--- src/rtl/rtdt_pkg.sv ---
// rtdt_pkg: shared widths, register indexes and fixed-point constants for the
// rtd ratio to temperature pipeline
// no dependencies
package rtdt_pkg;

  localparam int FRAC_BITS_DEF = 16;

  localparam int CODE_W = 15;
  localparam int OHM_W  = 16;
  localparam int PROD_W = 31;
  localparam int RES_W  = 23;
  localparam int TEMP_W = 18;
  localparam int TQ_W   = 19;
  localparam int R_W    = 23;
  localparam int ACC_W  = 44;
  localparam int TP_W   = 28;
  localparam int SQ_W   = 64;
  localparam int SQ_STEPS = 32;
  localparam int POLY_STEPS = 5;
  localparam int POLY_LO_W = 22;

  // register indexes on the write port
  localparam logic [0:0] REG_NOMINAL   = 1'b0;
  localparam logic [0:0] REG_REFERENCE = 1'b1;

  localparam logic [OHM_W-1:0] NOMINAL_RST   = 16'd1000;
  localparam logic [OHM_W-1:0] REFERENCE_RST = 16'd4000;

  // callendar-van dusen terms, scaled to integers
  localparam longint CVD_A_E7    = 39083;
  localparam longint CVD_A2      = 1527480889;
  localparam longint CVD_4B_E14  = 231000000;
  localparam longint QUAD_SCALE  = 2000000000;

  localparam int T_MAX = 100000;
  localparam int T_MIN = -25000;

  // horner coefficients, centidegrees, highest order first
  localparam logic signed [ACC_W-1:0] POLY_C5 = 44'sd1098373906;
  localparam logic signed [ACC_W-1:0] POLY_ADD [POLY_STEPS] = '{
    -44'sd203079917277,
    -44'sd135839823761,
     44'sd284322711827,
     44'sd238671332639,
    -44'sd1586102272
  };
  localparam int POLY_SH [POLY_STEPS] = '{16, 24, 24, 26, 30};
  localparam logic signed [ACC_W-1:0] POLY_HALF = 44'sd32768;
  localparam int POLY_OUT_SH = 16;

endpackage

--- src/rtl/rtdt_isqrt.sv ---
// rtdt_isqrt: 64-bit integer square root, one result bit per register stage,
// side word carried alongside
// depends on rtdt_pkg
module rtdt_isqrt
  import rtdt_pkg::*;
#(
  parameter int SIDE_W = 8
) (
  input  logic              clk,
  input  logic              rst,
  input  logic              en,
  input  logic              in_valid,
  input  logic [SQ_W-1:0]   radicand,
  input  logic [SIDE_W-1:0] side_in,
  output logic              out_valid,
  output logic [31:0]       root,
  output logic [SIDE_W-1:0] side_out
);

  logic [SQ_W-1:0]   vr  [SQ_STEPS-1];
  logic [SQ_W-1:0]   res [SQ_STEPS];
  logic [SIDE_W-1:0] sd  [SQ_STEPS];
  logic              vld [SQ_STEPS];

  for (genvar k = 0; k < SQ_STEPS; k++) begin : g_stage
    logic [SQ_W-1:0]   v_in;
    logic [SQ_W-1:0]   res_in;
    logic [SIDE_W-1:0] side_k;
    logic              ok_in;
    logic [SQ_W-1:0]   bitk;
    logic [SQ_W-1:0]   trial;
    logic              take;

    if (k == 0) begin : g_first
      assign v_in   = radicand;
      assign res_in = '0;
      assign side_k = side_in;
      assign ok_in  = in_valid;
    end else begin : g_next
      assign v_in   = vr[k-1];
      assign res_in = res[k-1];
      assign side_k = sd[k-1];
      assign ok_in  = vld[k-1];
    end

    assign bitk  = SQ_W'(1) << (62 - 2 * k);
    assign trial = res_in + bitk;
    assign take  = v_in >= trial;

    always_ff @(posedge clk) begin
      if (rst) begin
        vld[k] <= 1'b0;
      end else if (en) begin
        vld[k] <= ok_in;
      end
    end

    always_ff @(posedge clk) begin
      if (en) begin
        res[k] <= take ? (res_in >> 1) + bitk : res_in >> 1;
        sd[k]  <= side_k;
      end
    end

    if (k < SQ_STEPS - 1) begin : g_carry
      always_ff @(posedge clk) begin
        if (en) begin
          vr[k] <= take ? v_in - trial : v_in;
        end
      end
    end
  end

  assign out_valid = vld[SQ_STEPS-1];
  assign root      = res[SQ_STEPS-1][31:0];
  assign side_out  = sd[SQ_STEPS-1];

endmodule

--- config.mk ---
export PLATFORM = sky130hd
export DESIGN_NAME = rtdt_isqrt
export DESIGN_NICKNAME = d
export VERILOG_FILES = /design/src/rtl/rtdt_pkg.sv /design/src/rtl/rtdt_isqrt.sv
export SDC_FILE = /design/constraint.sdc
export NUM_CORES = 2
export LEC_CHECK = 0
export ABC_AREA = 0
export BUFFER_PORTS_ARGS = -buffer_cell sky130_fd_sc_hd__buf_2
export CORE_AREA = 2 2 533 535
export CTS_CLUSTER_SIZE = 12
export DETAILED_ROUTE_END_ITERATION = 8
export DIE_AREA = 0 0 535 537
export PLACE_DENSITY = 0.57
export SYNTH_ARGS = -nofsm -noshare
export SYNTH_HDL_FRONTEND = slang
export SYNTH_MEMORY_MAX_BITS = 65536
export SYNTH_SLANG_ARGS = --single-unit
--- constraint.sdc ---
create_clock -name clk -period 4.4 [get_ports clk]
set_clock_uncertainty 0.2 [all_clocks]
set_input_delay 0.22 -clock clk [delete_from_list [all_inputs] [get_ports clk]]
set_output_delay 0.22 -clock clk [all_outputs]
set_load 0.01 [all_outputs]
==> results.yml <==
run_status:
  run_status: "finished clean"
routing:
  wl_met1_mm: 144
  route.met3.wl_mm: 17.2
  drt-vias-per-instance: 5.59
  vias: 80800
  wl_mm: 334
  drc: 0
  wl_per_cell_um: 23.1
  violation_count_after_the_first_detailed_route_iteration: 7065
  met2WireLength_mm: 162
  drt-pass1-iter-count: 7
  highest_layer: "met5"
  antenna_left: 0
layout:
  final_layout_size_suffix_gt1_share_pct: 8.57
  final_core_utilization_pct: 52.1
  synth_to_layout_area_growth_pct: 13.7
  final_cell_area_excluding_filler_cells_um2: 147000
  final_cells: 14500
  fin_nets: 11100
  final.fill_count: 23700
grt:
  first_pass_grt_wire_length_mm: 498
  global_route.usage.total_pct: 22.9
  first_global_vias: 79100
  grt_antenna_before_repair: 11
  grt_max_degree: 134
  grt_remaining_overflow: 0
synth:
  postSynth.asyncResetShare_pct: 0
  synth_edf_count: 2800
  yosysTopAreaCell: "sky130_fd_sc_hd__edfxtp_1"
  synth-main-ff-cell: "sky130_fd_sc_hd__edfxtp_1"
  synth_area_leaders: "sky130_fd_sc_hd__edfxtp_1 65%, sky130_fd_sc_hd__ha_1 5.4%, sky130_fd_sc_hd__xor2_1 3.0%"
  syn_area_um2: 129000
  synth-seq-area-share_pct: 65.2
  synth_cells: 9858
  yosysMostFrequentCell: "sky130_fd_sc_hd__edfxtp_1"
  synth_seq_cells: 2800
  yosys-top-cells-count: "2800 x sky130_fd_sc_hd__edfxtp_1, 704 x sky130_fd_sc_hd__inv_1, 636 x sky130_fd_sc_hd__nor2_1"
  syn-mean-instance-area_um2: 13.1
  post-synth-top-area-fraction_pct: 65.2
  yosys.cell_types.count: 85
  synth-warning-count: 0
  synth_fp_nets: 10500
critical_path:
  r2r_start: "vr[1][757]"
  crit_path_frequent_cell: "sky130_fd_sc_hd__or4_1"
  reg2reg_slack_ns: 0.18
  crit_path_max_fo: 10
  critPathArrivalTime_ns: 4.68
  timing.critical_path.slowest_stage_cell: "sky130_fd_sc_hd__or4_1"
  end_kind: "flip-flop"
  timing.critical_path.required_ns: 4.85
  worstReg2RegEnd: "vr[1][826]"
  worstRegToRegCells: 10
  cp-startpoint: "vr[1][757]"
  cp_cell_sequence: "or4_1, or4b_4, or4_1, a221oi_1, nand4_1, a31oi_4, or2_1, or4_1, nor3_1, xor2_1"
  worst_setup_path_category: "flip-flop to flip-flop"
  timing.critical_path.slowest_cell_delay_ns: 0.59
  critPathCapture: "vr[1][826]"
  cp-start-kind: "flip-flop"
clock_tree:
  ctsHtreeMaxLevel: 5
  root_buffer_cell: "sky130_fd_sc_hd__clkbuf_16"
  insertion_delay_ns: 0.90
  tritoncts: "yes"
  cts.reportedPaths.clkPinSlew_ns: 0.06
  clock-sinks: 2800
  numCtsBuffers: 306
  cts-root-to-sink-buffers: 4
floorplanning:
  dieArea_um2: 287000
  die_span_in_x_um: 535
  floorplan.initialDensity_pct: 45.8
  io_pins: 117
  floorplan.die.height_um: 537
  placement_rows: 195
  floorplan.core_area_um2: 281000
power:
  clockPowerShare_pct: 31.9
  power.internal_w: 0.0539
  power.static_leakage_nw: 55.0
  power.combinational.fraction_pct: 20.0
  power-per-cell-area_nw_per_um2: 519
  switchingPower_w: 0.0222
  power.ir.vdd_worst_mv: 0.298
  switching_power_as_a_share_of_total_power_pct: 29.2
  share_seq_of_total_power_pct: 48.0
placed_design:
  detailedPlace.worstSlack_ns: -0.131
  inst_count_dp: 13800
  portBuffers: 116
  dp_hpwl_mm: 249
  place.gp.congestion: 0.914
  place_area_um2: 136000
timing:
  period_needed_ns: 4.22
  final-setup-viol-count: 0
  grt_setup_unrepaired: "no"
  fin_crit_sh_pct: 96.0
  timing.slew.headroom_pct: 24.7
  layout_setup_ws_ns: 0.177
  worstMarginPinSlew_ns: 1.11
  drv_slew: 0
  finalHoldViolations: 0
  fmax_mhz: 237
min_path:
  timing.hold.worst.class: "flip-flop to flip-flop"
flow_run:
  maxCapViolCount: 0
## what timing repair did
item / 4_1_cts / 5_1_grt
resized for setup: 2 / 11
endpoints found under the hold margin: 596 / 0
pin swaps: 0 / 0
hold buffers: 151 / 0
gates cloned: 0 / 0
buffers inserted: 0 / 5
endpoints found under the setup margin: 6 / 65
## critical path: cells and delay by family, from the launching register on
family	cells	cell delay (ns)
and+or+nand+nor	7	2.69
AOI/OAI and AO/OA	2	0.46
DFF	1	0.44
xor gates and xnor gates	1	0.16
## cell usage in the layout, fill, tap and decap left out, drive strengths merged, types with 373 or more instances in the layout
| cell type | instances |
|---|---|
| edfxtp | 2800 |
| inv | 724 |
| nor2 | 636 |
| nand2 | 612 |
| a21oi | 591 |
| ha | 558 |
| o21ai | 463 |
| xor2 | 442 |
| xnor2 | 439 |
| clkbuf | 373 |
## cell type report
type                            count  area (um^2)  share of cell area [%]
Sequential cell                  2800        84100                    57.4
Multi-Input combinational cell   6168        41500                    28.3
Clock buffer                      373         7950                    5.42
Tap cell                         3743         4680                    3.20
Timing Repair Buffer              512         4310                    2.94
Inverter                          706         2650                    1.81
Clock inverter                    144         1360                   0.924
Antenna cell                        5         12.5                 0.00854
## how the worst min path moves through the flow
stage | slack (ns) | cells past startpoint | endpoint | start
3_5_place_dp | 0.20 | 1 | sd[0][4] | side_in[4]
4_1_cts | 0.13 | 5 | res[0][62] | radicand[30]
6_report | 0.20 | 0 | sd[1][102] | sd[1][94]
3_3_place_gp | 0.20 | 1 | sd[0][3] | side_in[3]
2_1_floorplan | 0.12 | 0 | sd[0][0] | side_in[0]
5_1_grt | 0.21 | 0 | sd[1][102] | sd[1][94]
## through the flow
step | TNS [ns] | power, W | hold slack, ns
6_report | 0 | 0.0761 | 0.197
5_1_grt | 0 | 0.0797 | 0.214
4_1_cts | 0 | 0.0766 | 0.135
3_5_place_dp | -0.161 | 0.0519 | 0.199
3_3_place_gp | -0.0616 | 0.0519 | 0.197
2_1_floorplan | 0 | 0.0462 | 0.119
## flip-flops by register name (all words and copies together) (netlist names)
signal  flops
sd        256
res       528
vld        32
vr       1984
## power by group through the flow
| stage | combinational [W] | clock [W] | sequential, W |
|---|---|---|---|
| 6_report | 0.0152 | 0.0243 | 0.0365 |
| 5_1_grt | 0.0169 | 0.0259 | 0.0369 |
| 3_3_place_gp | 0.0148 | 0 | 0.0371 |
| 3_5_place_dp | 0.0149 | 0 | 0.0370 |
| 4_1_cts | 0.0152 | 0.0249 | 0.0366 |
| 2_1_floorplan | 0.0108 | 0 | 0.0355 |
## metal layers
metal  GRT usage [%]  vias to the layer above
li1                -                    38200
met1            30.6                    39800
met2            38.7                     2189
met3            3.38                      504
met4            6.87                        2
met5               0                        -
## kinds of logic (layout without fill, tap and decap cells)
logic type	after synthesis	in the layout	synth area share, %
AO/OA/AOI/OAI	1828	1828	8.75
XOR/XNOR	881	881	5.99
multiplexers	83	83	0.719
adder cells (fa/ha/maj)	558	558	5.42
flip-flops	2800	2800	65.2
AND/OR/NAND/NOR	2818	2818	11.3
other	0	5	0
buffers and inverters	890	1735	2.62
(Power assumes the default switching activity.)
